==> src/rtl/core/trwr_pkg.sv <==
// Package with the constants, types and helper functions of the trie root word replacer.
package trwr_pkg;

   // Trie dimensions.
   localparam int NODE_COUNT    = 1024;
   localparam int ALPHABET_SIZE = 26;

   // Derived widths.
   localparam int NODE_W     = $clog2(NODE_COUNT);
   localparam int FREE_W     = NODE_W + 1;
   localparam int SYM_W      = 5;
   localparam int SLOT_COUNT = NODE_COUNT * ALPHABET_SIZE;
   localparam int SLOT_W     = $clog2(SLOT_COUNT);
   localparam int ENTRY_W    = NODE_W + 1;

   // Operation codes of an input transaction.
   localparam logic OP_DICT     = 1'b0;
   localparam logic OP_SENTENCE = 1'b1;

   // Lookup side modes.
   typedef enum logic [1:0] {
      MODE_WALK,
      MODE_ECHO,
      MODE_SUPPRESS
   } lookup_mode_type;

   // Sequencer states.
   typedef enum logic [1:0] {
      ST_CLEAR,
      ST_IDLE,
      ST_LOOK
   } seq_state_type;

   // Control from the sequencer to the datapath.
   typedef struct packed {
      logic              accept;
      logic              look;
      logic              clear_we;
      logic [SLOT_W-1:0] clear_addr;
   } seq_ctrl_type;

   // Child table slot of a node and a letter.
   function automatic logic [SLOT_W-1:0] slot_addr(input logic [NODE_W-1:0] node,
                                                   input logic [SYM_W-1:0]  sym);
      return SLOT_W'(SLOT_W'(node) * SLOT_W'(ALPHABET_SIZE) + SLOT_W'(sym));
   endfunction

   // True when the letter lies inside the alphabet.
   function automatic logic sym_in_alphabet(input logic [SYM_W-1:0] sym);
      return (32'(sym) < ALPHABET_SIZE);
   endfunction

endpackage

==> src/rtl/core/trwr_seq.sv <==
// Sequencer: clearing pass after reset, then a lookup state for each accepted transaction.
module trwr_seq (
   input  logic                  clock,
   input  logic                  reset,
   input  logic                  start,
   output logic                  busy,
   output trwr_pkg::seq_ctrl_type ctrl
);

   trwr_pkg::seq_state_type        state_ff, state_in;
   logic [trwr_pkg::SLOT_W-1:0]    clear_ff, clear_in;

   // State and clear counter registers.
   always_ff @(posedge clock) begin
      if (reset) begin
         state_ff <= trwr_pkg::ST_CLEAR;
         clear_ff <= '0;
      end else begin
         state_ff <= state_in;
         clear_ff <= clear_in;
      end
   end

   // Next state logic.
   always_comb begin
      state_in = state_ff;
      clear_in = clear_ff;
      case (state_ff)
         trwr_pkg::ST_CLEAR: begin
            clear_in = trwr_pkg::SLOT_W'(clear_ff + 1'b1);
            if (clear_ff == trwr_pkg::SLOT_W'(trwr_pkg::SLOT_COUNT - 1)) begin
               state_in = trwr_pkg::ST_IDLE;
            end
         end
         trwr_pkg::ST_IDLE: begin
            if (start) begin
               state_in = trwr_pkg::ST_LOOK;
            end
         end
         trwr_pkg::ST_LOOK: begin
            state_in = trwr_pkg::ST_IDLE;
         end
         default: begin
            state_in = trwr_pkg::ST_IDLE;
         end
      endcase
   end

   // Output logic.
   always_comb begin
      busy            = 1'b1;
      ctrl.accept     = 1'b0;
      ctrl.look       = 1'b0;
      ctrl.clear_we   = 1'b0;
      ctrl.clear_addr = clear_ff;
      case (state_ff)
         trwr_pkg::ST_CLEAR: begin
            ctrl.clear_we = 1'b1;
         end
         trwr_pkg::ST_IDLE: begin
            busy        = 1'b0;
            ctrl.accept = start;
         end
         trwr_pkg::ST_LOOK: begin
            ctrl.look = 1'b1;
         end
         default: begin
            busy = 1'b1;
         end
      endcase
   end

endmodule

==> config.mk <==
export PLATFORM = sky130hd
export DESIGN_NAME = trwr_seq
export DESIGN_NICKNAME = d
export VERILOG_FILES = /design/src/rtl/core/trwr_pkg.sv /design/src/rtl/core/trwr_seq.sv
export SDC_FILE = /design/constraint.sdc
export NUM_CORES = 1
export LEC_CHECK = 0
export ABC_AREA = 1
export BUFFER_PORTS_ARGS = -buffer_cell sky130_fd_sc_hd__buf_2
export CORE_UTILIZATION = 55
export CTS_CLUSTER_SIZE = 12
export DETAILED_ROUTE_END_ITERATION = 12
export PLACE_DENSITY = 0.86
export SLEW_MARGIN = 40
export SYNTH_ARGS = -nofsm -noshare
export SYNTH_HDL_FRONTEND = slang
export SYNTH_SLANG_ARGS = --single-unit
==> constraint.sdc <==
create_clock -name clock -period 3.45 [get_ports clock]
set_input_delay 0.345 -clock clock [delete_from_list [all_inputs] [get_ports clock]]
set_output_delay 0.345 -clock clock [all_outputs]
set_load 0.02 [all_outputs]
==> results.cfg <==
[power_and_ir_drop]
leakagePower_nw = 0.5007
p_per_area_nw_per_um2 = 326.1
ir_worst_vdd_v = 0.0002718

[global_route]
grt_usage = 0.2511
grt_pass1_vias = 808
grt_pass1_wl_um = 3374
grt_antenna_before_repair = 0
grt_max_degree = 16
grt_overflow = 0

[clock_network]
postCtsSetupRepairBufs = 0
clk_pin_slew_ns = 0.11
insertion_delay_ns = 0.31
root_buffer = clkbuf_4
hold_buffers = 0
cts_resized = 0
clock-sinks = 17
clock_path_buffers = 2
cts_tree = built
h-tree-depth = 1
cts_buffers = 3

[critical_path]
crit_path_start_kind = register
ff2ff_path_depth = 8
critPathKind = register to output pin
critPathMaxFanout = 9
rrSetupSlack_ns = 1.93
r2r-end = clear_ff[12]
end_kind = output pin
r2r-start = clear_ff[0]
arrival_ns = 1.19
cp_data_required_time_ns = 3.11

[floorplan]
die_h_um = 42.61
core_area_um2 = 1524
io_pins = 22
std_cell_rows = 14
die_x_um = 42.61
die-area_um2 = 1816
start_util = 0.5952

[run_status]
outcome = finished, final reports clean

[sta]
setup_viol = 0
tightest_slew_ns = 0.4418
finalCritPeriodShare = 0.4444
relSlewSlack = 0.7051
slew_viol_final = 0
hold_viol_final = 0
finalCriticalPeriod_ns = 1.533
clock_skew_ns = 0.01202
tns_ns = 0
rsz0062_at_grt = no
max_freq_mhz = 652.2

[synth]
syn-num-nets = 139
synth_top_area_share = 0.3752
ys_seq_area_frac = 0.3752
postSynthCellCount = 135
synth_fa_ha_area_frac = 0.01379
ys_ff_latch = 17
syn_area_per_cell_um2 = 6.719
synth_cell_type_count = 19
synth_simple_gate_area_frac = 0.4179
yosys-top-cells-count = nand2_1 (34), inv_1 (22), nor2_1 (22), dfxtp_1 (17), a21oi_1 (6)
synthesis.area_um2 = 907.1
yosysWarningCount = 0
synth_compound_area_frac = 0.08000
ys_async_sr_fraction = 0
synth_top_family_by_area = simple AND/OR/NAND/NOR gates
synthTopCellsByArea = dfxtp_1 (38%), nand2_1 (14%), inv_1 (9.1%)
yosysMostFrequentCell = nand2_1
synth_top_area_cell = dfxtp_1
synthMuxAreaShare = 0
synthXorXnorAreaFrac = 0.009655
synth-main-ff-cell = dfxtp_1
synth_edf_count = 0

[drt]
avgRoutedWirePerCell_um = 11.33
drc_errors = 0
drt_iter0_drc = 12
vias_per_cell = 5.080
vias = 889
ant_nets = 0
drtPass1Iterations = 4
postRouteWirelength_um = 1982

[min_path]
min_to = clear_ff[2]
worstHoldPathCells = 2
hold_path_class = input port to register
hold_path.startpoint = reset

[flow_run]
maxCapViolCount = 0

[final_layout]
regArea_um2 = 340.3
num-fill-cells = 129
layout-drive-gt1-share = 0.2201
area_growth_syn_to_layout_pct = 16.00
diodes = 0
multi_input_area_um2 = 473.0
fin_cells = 175
final_util = 0.6905
nNetsFinal = 164

[placement]
globalplace.congestion = 0.8092
place_hpwl_um = 1486
port_buffers = 21
dp_cells = 171
## metal layers
metal	routed length, µm	up-vias	global-route usage
met4	36	0	0.1000
met5	0	-	0
met2	929	27	0.4154
met3	103	8	0.08190
met1	913	386	0.2979
li1	-	468	-
## metrics by stage
step	total power, mW	worst slack (ns)	area (µm²)	hold slack [ns]
after floorplan	0.2246	1.969	907.1	0.4174
after CTS	0.3441	1.910	1052	0.2079
after global routing	0.3587	1.761	1052	0.2004
after detailed placement	0.2325	1.958	1025	0.4958
final	0.3432	1.917	1052	0.2030
after global placement	0.2307	2.064	1025	0.4725
## cells in the final DEF (no fill, tap or decap)
cell type / count
nand3_1: 5
nand2_2: 2
nand4_1: 5
xor2_1: 1
nand2_4: 1
nand2_1: 34
clkbuf_4: 3
a21oi_1: 6
nor2_1: 22
nor3_1: 3
nand3_4: 1
inv_1: 22
o21ai_0: 3
o21bai_1: 1
ha_1: 1
inv_2: 1
dfxtp_1: 17
buf_2: 21
o21ai_1: 4
clkinv_2: 1
nor2_4: 5
## cell families (layout without fill, tap and decap cells)
group / Yosys count / in the layout
and+or+nand+nor: 78 / 78
adders and majority gates: 1 / 1
AOI/OAI and AO/OA: 14 / 14
DFF: 17 / 17
buffers and inverters: 24 / 48
xor gates and xnor gates: 1 / 1
## cell type report
class	count	area share
Sequential cell	17	0.3234
Timing Repair Buffer	21	0.09988
Tap cell	16	0.01902
Clock buffer	3	0.02140
Clock inverter	1	0.004756
Multi-Input combinational cell	94	0.4495
Inverter	23	0.08205
## critical path, stage by stage, from the launching register on
cell     delay, ns
dfxtp_1       0.37
nor2_4        0.29
buf_2         0.23
## sequential cells by signal (all words and copies together) (netlist names)
name      flops
state_ff      2
clear_ff     15
## worst max path at each step
| stage | from | to | slack [ns] |
|---|---|---|---|
| finish | state_ff[0] | ctrl[15] | 1.92 |
| global route | clear_ff[0] | clear_ff[12] | 1.76 |
| CTS | state_ff[0] | ctrl[15] | 1.91 |
| detailed placement | clear_ff[0] | clear_ff[12] | 1.96 |
| global placement | clear_ff[0] | clear_ff[12] | 2.06 |
| floorplan | clear_ff[0] | clear_ff[12] | 1.97 |
## power breakdown
group	switching (mW)	internal, mW	total (mW)
registers	0.00480	0.199	0.204
logic	0.0148	0.00860	0.0234
clock network	0.0722	0.0434	0.116
total	0.0918	0.251	0.343
Power figures use the tool's default switching activity.
