===== src/rtl/core/trwr_ram.sv =====
// Generic synchronous RAM with one write port and one registered read port.
module trwr_ram #(
   parameter int WIDTH = 8,
   parameter int DEPTH = 16
) (
   input  logic                     clock,
   input  logic                     we,
   input  logic [$clog2(DEPTH)-1:0] waddr,
   input  logic [WIDTH-1:0]         wdata,
   input  logic                     re,
   input  logic [$clog2(DEPTH)-1:0] raddr,
   output logic [WIDTH-1:0]         rdata
);

   logic [WIDTH-1:0] mem_ff [DEPTH];
   logic [WIDTH-1:0] rdata_ff;

   // Write port.
   always_ff @(posedge clock) begin
      if (we) begin
         mem_ff[waddr] <= wdata;
      end
   end

   // Registered read port.
   always_ff @(posedge clock) begin
      if (re) begin
         rdata_ff <= mem_ff[raddr];
      end
   end

   assign rdata = rdata_ff;

endmodule


===== config.mk =====
export PLATFORM = sky130hd
export DESIGN_NAME = trwr_ram
export DESIGN_NICKNAME = d
export VERILOG_FILES = /design/src/rtl/core/trwr_ram.sv
export SDC_FILE = /design/constraint.sdc
export NUM_CORES = 1
export LEC_CHECK = 0
export BUFFER_PORTS_ARGS = -buffer_cell sky130_fd_sc_hd__buf_2
export CAP_MARGIN = 20
export CORE_MARGIN = 2
export CORE_UTILIZATION = 50
export DETAILED_ROUTE_END_ITERATION = 6
export PLACE_DENSITY = 0.78
export SYNTH_ARGS = -nofsm -noshare
export SYNTH_HDL_FRONTEND = slang
export SYNTH_SLANG_ARGS = --single-unit

===== constraint.sdc =====
create_clock -name clock -period 3.1 [get_ports clock]
set_input_delay 0.62 -clock clock [delete_from_list [all_inputs] [get_ports clock]]
set_output_delay 0.62 -clock clock [all_outputs]
set_load 0.02 [all_outputs]

==> impl_metrics.ini, run 1 <==
[synthesis]
async_flop_share = 0
synth-compound-area-share = 0.0230
ys_types = 18
synth-simple-area-share = 0.0314
synth-xor-area-share = 0
syn_inst = 229
syn_nets = 248
ys.warnings.count = 0
yosysMostFrequentCell = edfxtp_1
ys_ff_latch = 136
synth_top_area_frac = 0.781
syn-mean-instance-area_um2 = 22.8
synth-adder-area-share = 0
synth.area.top_cells = edfxtp_1 (78%), mux4_2 (7.8%), mux4_1 (7.0%)
synth_edf_count = 136
synth_top_area_cell = edfxtp_1
muxShareOfSynthArea = 0.148
netlist_area_um2 = 5230
yosys-top-cells-count = edfxtp_1 (136), mux4_2 (18), a22oi_1 (16)
ys.flop_type = edfxtp_1
synth_top_family_by_area = multiplexers
ys_seq_area_frac = 0.781

[timing]
setup_slack_ps = 1260
setup_tns_ps = 0
worst_pin_slew_ps = 1020
fmax_mhz = 543
hold_viol_final = 0
relSlewSlack = 0.317
drv_slew = 0
finalCritPeriodShare = 0.594
timing.hold.ws_ps = 495
rsz0062_at_grt = false
skew_ps = 4.60
final.min_clock_period_ps = 1840
setup_violations = 0

[clock_network]
cts_max_level = 4
cts-root-buf = clkbuf_8
cts_sinks = 136
clk_pin_slew_ps = 50
cts_tree = built
worstSkewPairLatency_ps = 510
clockBufferDepth = 2
ctsHoldBuffers = 0
postCtsSetupBuffers = 0
post_cts_resized = 0
cts_made_buffers = 17

[pwr]
power.total_mw = 4.24
power.density_nw_per_um2 = 694
vdd_drop_max_uv = 396
leakage_nw = 2.04

[floorplan]
die_w_um = 106
core_area_um2 = 10200
die-area_um2 = 11300
num_io_pins = 27
initial_utilization = 0.511
die_h_um = 106
num_rows = 37

[worst_setup_path]
startpoint_type = input port
cp.required_ps = 3350
end_kind = flip-flop
critPathMaxFanout = 10
critPathKind = in2reg
ff2ff_setup_slack_ps = 1590
crit_arrival_ps = 2090

[place]
dp_slack_ps = 769
gp_congestion = 0.742
dpl-instance-area_um2 = 5520
numPortBuffers = 26
dpl.cell_count = 390
dp_hpwl_um = 6100

[cells_and_area]
regArea_um2 = 4080
multiInputGateArea_um2 = 1060
drive_above_1_share = 0.277
syn_to_final_growth_pct = 16.7
fin_nets = 292
nFillCells = 687
diodes = 0
finish.utilization = 0.596
final_cell_area_um2 = 6100
stdcell_count = 421

[global_routing]
grt_pass1_wl_um = 15100
gr-total-overflow = 0
grt_max_degree = 33
antenna_found_initial = 0
grt_pass1_vias = 2642
grt_util_all_layers = 0.193

[drt]
drc_errors = 0
via_per_inst = 5.80
wl_per_cell_um = 23.3
drtIter0Drc = 235
first_pass_iters = 4
finalWirelength_um = 9830
drtAntennaViolNets = 0
num_vias = 2440

[flow_run]
maxCapViolCount = 0

[outcome]
status = completed

[hold_path]
min_path_type = in2reg
[final timing paths]
path / from / end / depth (start not counted)
worst max-delay path: raddr[0] / rdata[3] / 5
worst min-delay path: wdata[3] / mem_ff[1][3] / 1
worst max register to register: mem_ff[9][2] / rdata[2] / 3
worst min register to register: mem_ff[14][0] / rdata[0] / 3
[report_power, final]
group	switching, mW	internal (mW)	leakage [nW]
Clock	0.677	1.28	0.281
Combinational	0.115	0.0766	0.525
Sequential	0.0116	2.07	1.24
[per-layer routing]
metal	vias to the layer above	part of all wire	track usage
met5	-	0	0
met4	0	0.011	0.0564
met3	11	0.063	0.0607
met2	94	0.51	0.313
met1	1266	0.41	0.255
li1	1069	-	-
[critical path, stage by stage]
cell	delay [ps]
buf_2	250
buf_4	290
mux4_1	580
a22oi_1	270
nand2_1	80
[sequential cells by signal, summed over array words and instances, names as in the netlist]
| signal | count |
|---|---|
| mem_ff | 128 |
| rdata | 8 |
[final cells by class]
| class | instances | area share |
|---|---|---|
| clock inverters | 12 | 0.0258 |
| clock buffers | 19 | 0.0691 |
| multi-input cells | 83 | 0.173 |
| repair buffers | 35 | 0.0345 |
| well taps | 136 | 0.0279 |
| flip-flops and latches | 136 | 0.669 |
[logic make-up after synthesis]
logic type             count (synthesis)
buffers and inverters                 10
AOI/OAI and AO/OA                     16
and+or+nand+nor                       35
DFF                                  136
muxes                                 32
[placed cells by master (no fill, tap or decap), types with 2 or more instances in the layout]
cell       Yosys  routed
edfxtp_1     136     136
buf_2          3      26
mux4_2        18      18
a22oi_1       16      16
clkbuf_16      0      16
mux4_1        14      14
nor2_1        13      13
nand2_1        9       9
buf_4          1       8
nor3_1         4       4
bufinv_16      0       4
clkinv_1       0       4
clkinv_2       0       3
nand3b_1       2       2
nand2b_1       2       2
clkbuf_1       0       2
No activity file was read; power rests on OpenSTA's default activity.
==> run 2: changes to the inputs <==
==> constraint.sdc (replaced) <==
create_clock -name clock -period 1.9 [get_ports clock]
set_input_delay 0.38 -clock clock [delete_from_list [all_inputs] [get_ports clock]]
set_output_delay 0.38 -clock clock [all_outputs]
set_load 0.02 [all_outputs]
==> impl_metrics.ini, run 2 (synthesis gave the netlist of run 1 again) <==
[outcome]
status = completed

[cells_and_area]
layout_commonest_cell = edfxtp_1
diodes = 0
largest_reg_flops = 128
drive_above_1_share = 0.329
fin_nets = 307
largest_register = mem_ff
syn_to_final_growth_pct = 19.6
layout_common_cells = edfxtp_1 (136), buf_2 (26), buf_4 (21)
final_cell_area_um2 = 6250

[clock_network]
cts_made_buffers = 17
post_cts_resized = 0
cts-root-buf = clkbuf_8
cts_sinks = 136
cts_max_level = 4
clockBufferDepth = 2
cts_tree = built
worstSkewPairLatency_ps = 520
clk_pin_slew_ps = 60
postCtsSetupBuffers = 0
ctsHoldBuffers = 0

[floorplan]
die_w_um = 106
initial_utilization = 0.511
die_h_um = 106
num_io_pins = 27
num_rows = 37
core_area_um2 = 10200
die-area_um2 = 11300

[worst_setup_path]
critPathKind = reg2reg
ff2ff_setup_slack_ps = 340
crit_arrival_ps = 1820
critPathMaxFanout = 1
rr_worst_depth = 3
r2r_start = mem_ff[2][3]
rr_endpoint = rdata[3]
startpoint_type = flip-flop
cp.required_ps = 2160
end_kind = flip-flop

[drt]
drtAntennaViolNets = 0
drc_errors = 0
via_per_inst = 5.80
drtIter0Drc = 213
finalWirelength_um = 10100
num_vias = 2534
wl_per_cell_um = 23.2
first_pass_iters = 4

[pwr]
switching_share = 0.203
power.total_mw = 6.94
power.density_nw_per_um2 = 1110
clockPowerShare = 0.462
leakage_nw = 2.14
p_comb_frac = 0.048
p_int_mw = 5.53
vdd_drop_max_uv = 631
switchingPower_mw = 1.41
p_seq_frac = 0.491

[global_routing]
grt_util_all_layers = 0.197
antenna_found_initial = 1
grt_pass1_vias = 2629
grt_max_degree = 17
gr-total-overflow = 0
grt_pass1_wl_um = 15400

[hold_path]
min_from = re
min_delay_path_depth = 1
min_to = rdata[2]
min_path_type = in2reg

[place]
numPortBuffers = 26
dp_hpwl_um = 6260
dpl-instance-area_um2 = 5660
gp_congestion = 0.751

[timing]
relSlewSlack = 0.724
final.min_clock_period_ps = 1560
finalCritPeriodShare = 0.823
drv_slew = 0
worst_pin_slew_ps = 413
setup_violations = 0
skew_ps = 8.55
hold_viol_final = 0
fmax_mhz = 640
rsz0062_at_grt = false

[flow_run]
maxCapViolCount = 0
run 2: cell types whose count changed in the layout (fill, tap and decap cells not counted):
cell       change
buf_12         +2
buf_4         +13
bufinv_16      -1
clkbuf_1       -1
clkinv_1       -3
clkinv_2       -2
clkinv_4       +7
inv_6          +1
run 2: worst max-delay path by stage:
stage,startpoint,to,cells past startpoint
after floorplan,waddr[2],mem_ff[0][0],2
after global routing,mem_ff[2][3],rdata[3],3
after global placement,raddr[0],rdata[3],5
after CTS,mem_ff[2][3],rdata[3],3
final,mem_ff[2][3],rdata[3],3
after detailed placement,raddr[0],rdata[3],5
run 2: stage by stage:
step / setup WS [ps] / hold WS, ps / instances / util / setup TNS, ps
floorplan: 27.1 / 479 / 229 / - / 0
global placement: -11.6 / 724 / 405 / 0.553 / -11.6
detailed placement: -50.2 / 739 / 405 / 0.553 / -50.2
CTS: 331 / 226 / 437 / 0.611 / 0
global route: 309 / 235 / 437 / 0.611 / 0
finish: 336 / 245 / 437 / 0.611 / 0
run 2: power by group through the flow:
stage / combinational [mW] / sequential, mW / clock [mW]
final: 0.333 / 3.40 / 3.20
after global routing: 0.360 / 3.41 / 3.37
after CTS: 0.336 / 3.40 / 3.25
after detailed placement: 0.330 / 3.46 / 0
after global placement: 0.321 / 3.46 / 0
after floorplan: 0.171 / 3.47 / 0
run 2: cell type report:
class                   count  area [um^2]
clock buffers              18          418
clock inverters            14          176
fillers                   679         3980
multi-input cells          83         1060
flip-flops and latches    136         4080
well taps                 136          170
repair buffers             50          348
run 2: routing by layer:
metal  global-route usage  share of wire  vias to the layer above
met2                0.313           0.51                      117
met3               0.0527          0.081                       12
met1                0.257           0.39                     1306
li1                     -              -                     1097
met4               0.0921          0.017                        2
met5                    0        0.00099                        -
run 2: critical path: stages, from the launching register on:
cell      delay [ps]
edfxtp_1         400
mux4_1           520
a22oi_1          280
nand2_1          110
==> run 3: changes to the inputs <==
--- a/config.mk
+++ b/config.mk
@@ -10,7 +10,7 @@
 export CORE_MARGIN = 2
 export CORE_UTILIZATION = 50
 export DETAILED_ROUTE_END_ITERATION = 6
-export PLACE_DENSITY = 0.78
+export PLACE_DENSITY = 0.81
 export SYNTH_ARGS = -nofsm -noshare
 export SYNTH_HDL_FRONTEND = slang
 export SYNTH_SLANG_ARGS = --single-unit
==> constraint.sdc (replaced) <==
create_clock -name clock -period 1.3 [get_ports clock]
set_input_delay 0.26 -clock clock [delete_from_list [all_inputs] [get_ports clock]]
set_output_delay 0.26 -clock clock [all_outputs]
set_load 0.02 [all_outputs]
==> impl_metrics.ini, run 3 (synthesis gave the netlist of run 1 again) <==
[outcome]
status = complete, but fails checks
violations = negative setup slack

[worst_setup_path]
critPathMaxFanout = 1
startpoint = mem_ff[9][1]
critPathKind = reg2reg
startpoint_type = flip-flop
path_cells = mux4_2 -> a22oi_2 -> nand2_1
rr_worst_depth = 3
r2r_start = mem_ff[9][1]
rr_endpoint = rdata[1]
ff2ff_setup_slack_ps = -140
end_kind = flip-flop
slowest_delay_ps = 480
cp.required_ps = 1550
crit_arrival_ps = 1690
cp_slowest_cell = mux4_2

[global_routing]
grt_max_degree = 17
grt_pass1_wl_um = 15800
antenna_found_initial = 0
grt_pass1_vias = 2714
grt_util_all_layers = 0.199
gr-total-overflow = 0

[cells_and_area]
finish.utilization = 0.633
drive_above_1_share = 0.443
stdcell_count = 443
diodes = 0
final_cell_area_um2 = 6470
largest_register = mem_ff
largest_reg_flops = 128
layout_commonest_cell = edfxtp_1
syn_to_final_growth_pct = 23.8
layout_common_cells = edfxtp_1 (136), mux4_2 (32), buf_4 (21)
fin_nets = 313

[timing]
drv_slew = 0
setup_slack_ps = -137
finalCritPeriodShare = 1.11
fmax_mhz = 696
hold_viol_final = 0
final.min_clock_period_ps = 1440
relSlewSlack = 0.351
rsz0062_at_grt = true
skew_ps = 5.11
worst_pin_slew_ps = 971
setup_violations = 13

[clock_network]
cts_made_buffers = 17
worstSkewPairLatency_ps = 510
clk_pin_slew_ps = 60
ctsHoldBuffers = 0
cts_sinks = 136
cts_tree = built
postCtsSetupBuffers = 0
cts-root-buf = clkbuf_8
cts_max_level = 4
clockBufferDepth = 2

[drt]
via_per_inst = 5.68
drtIter0Drc = 228
num_vias = 2515
first_pass_iters = 4
drc_errors = 0
wl_per_cell_um = 23.3
finalWirelength_um = 10300
drtAntennaViolNets = 0

[floorplan]
num_io_pins = 27
core_area_um2 = 10200
die_h_um = 106
die_w_um = 106
num_rows = 37
die-area_um2 = 11300
initial_utilization = 0.511

[place]
gp_congestion = 0.765
dpl-instance-area_um2 = 5770
numPortBuffers = 26
dp_hpwl_um = 6220
dpl.cell_count = 411

[pwr]
leakage_nw = 2.15
vdd_drop_max_uv = 873
power.total_mw = 10.5
power.density_nw_per_um2 = 1620

[flow_run]
maxCapViolCount = 0

[hold_path]
min_to = mem_ff[2][5]
min_from = wdata[5]
min_delay_path_depth = 1
min_path_type = in2reg
run 3: changes by cell type in the layout (fill, tap and decap cells not counted), moves of 6 or more:
cell      delta
a22oi_1     -10
buf_6        +7
buf_2        -7
mux4_1      -14
clkinv_4     -6
mux4_2      +14
buf_12       +6
a22oi_2     +10
run 3: metal layers:
metal  share of wire  vias up  track usage
met2            0.54      127        0.333
met1            0.36     1279        0.246
met5               0        -            0
li1                -     1097            -
met3           0.084       12       0.0478
met4           0.020        0       0.0968
run 3: worst max path at each step:
stage                     to  depth (start not counted)
floorplan           rdata[1]                          5
global placement    rdata[4]                          5
detailed placement  rdata[4]                          5
CTS                 rdata[1]                          3
global route        rdata[1]                          3
finish              rdata[1]                          3
run 3: area by class of cell:
type / instances / area, um^2
flip-flops and latches: 136 / 4080
fillers: 656 / 3760
clock buffers: 19 / 422
repair buffers: 56 / 512
multi-input cells: 83 / 1090
well taps: 136 / 170
clock inverters: 13 / 194
run 3: repair_timing:
action                                  in CTS  in global routing
endpoints found under the setup margin      16                 16
gates resized for setup                     16                  9
pin swaps                                    4                  1
hold endpoints to repair                     0                  0
run 3: critical path: cells and delay by family, from the launching register on:
family / cells / cell delay [ps]
multiplexers: 1 / 480
flip-flops: 1 / 420
AO/OA/AOI/OAI: 1 / 180
AND/OR/NAND/NOR: 1 / 100
run 3: power by group:
part	switching (mW)	total, mW	internal, mW
Sequential	0.0351	4.98	4.94
Combinational	0.306	0.575	0.269
Clock	1.77	4.91	3.14
run 3: per-stage QoR:
stage               hold slack, ps  TNS (ps)  setup slack [ps]
floorplan                      359     -1780              -160
global placement               639     -9930              -481
detailed placement             652    -12990              -520
CTS                           97.7     -1240              -156
global route                   106     -1460              -150
finish                         128      -927              -137
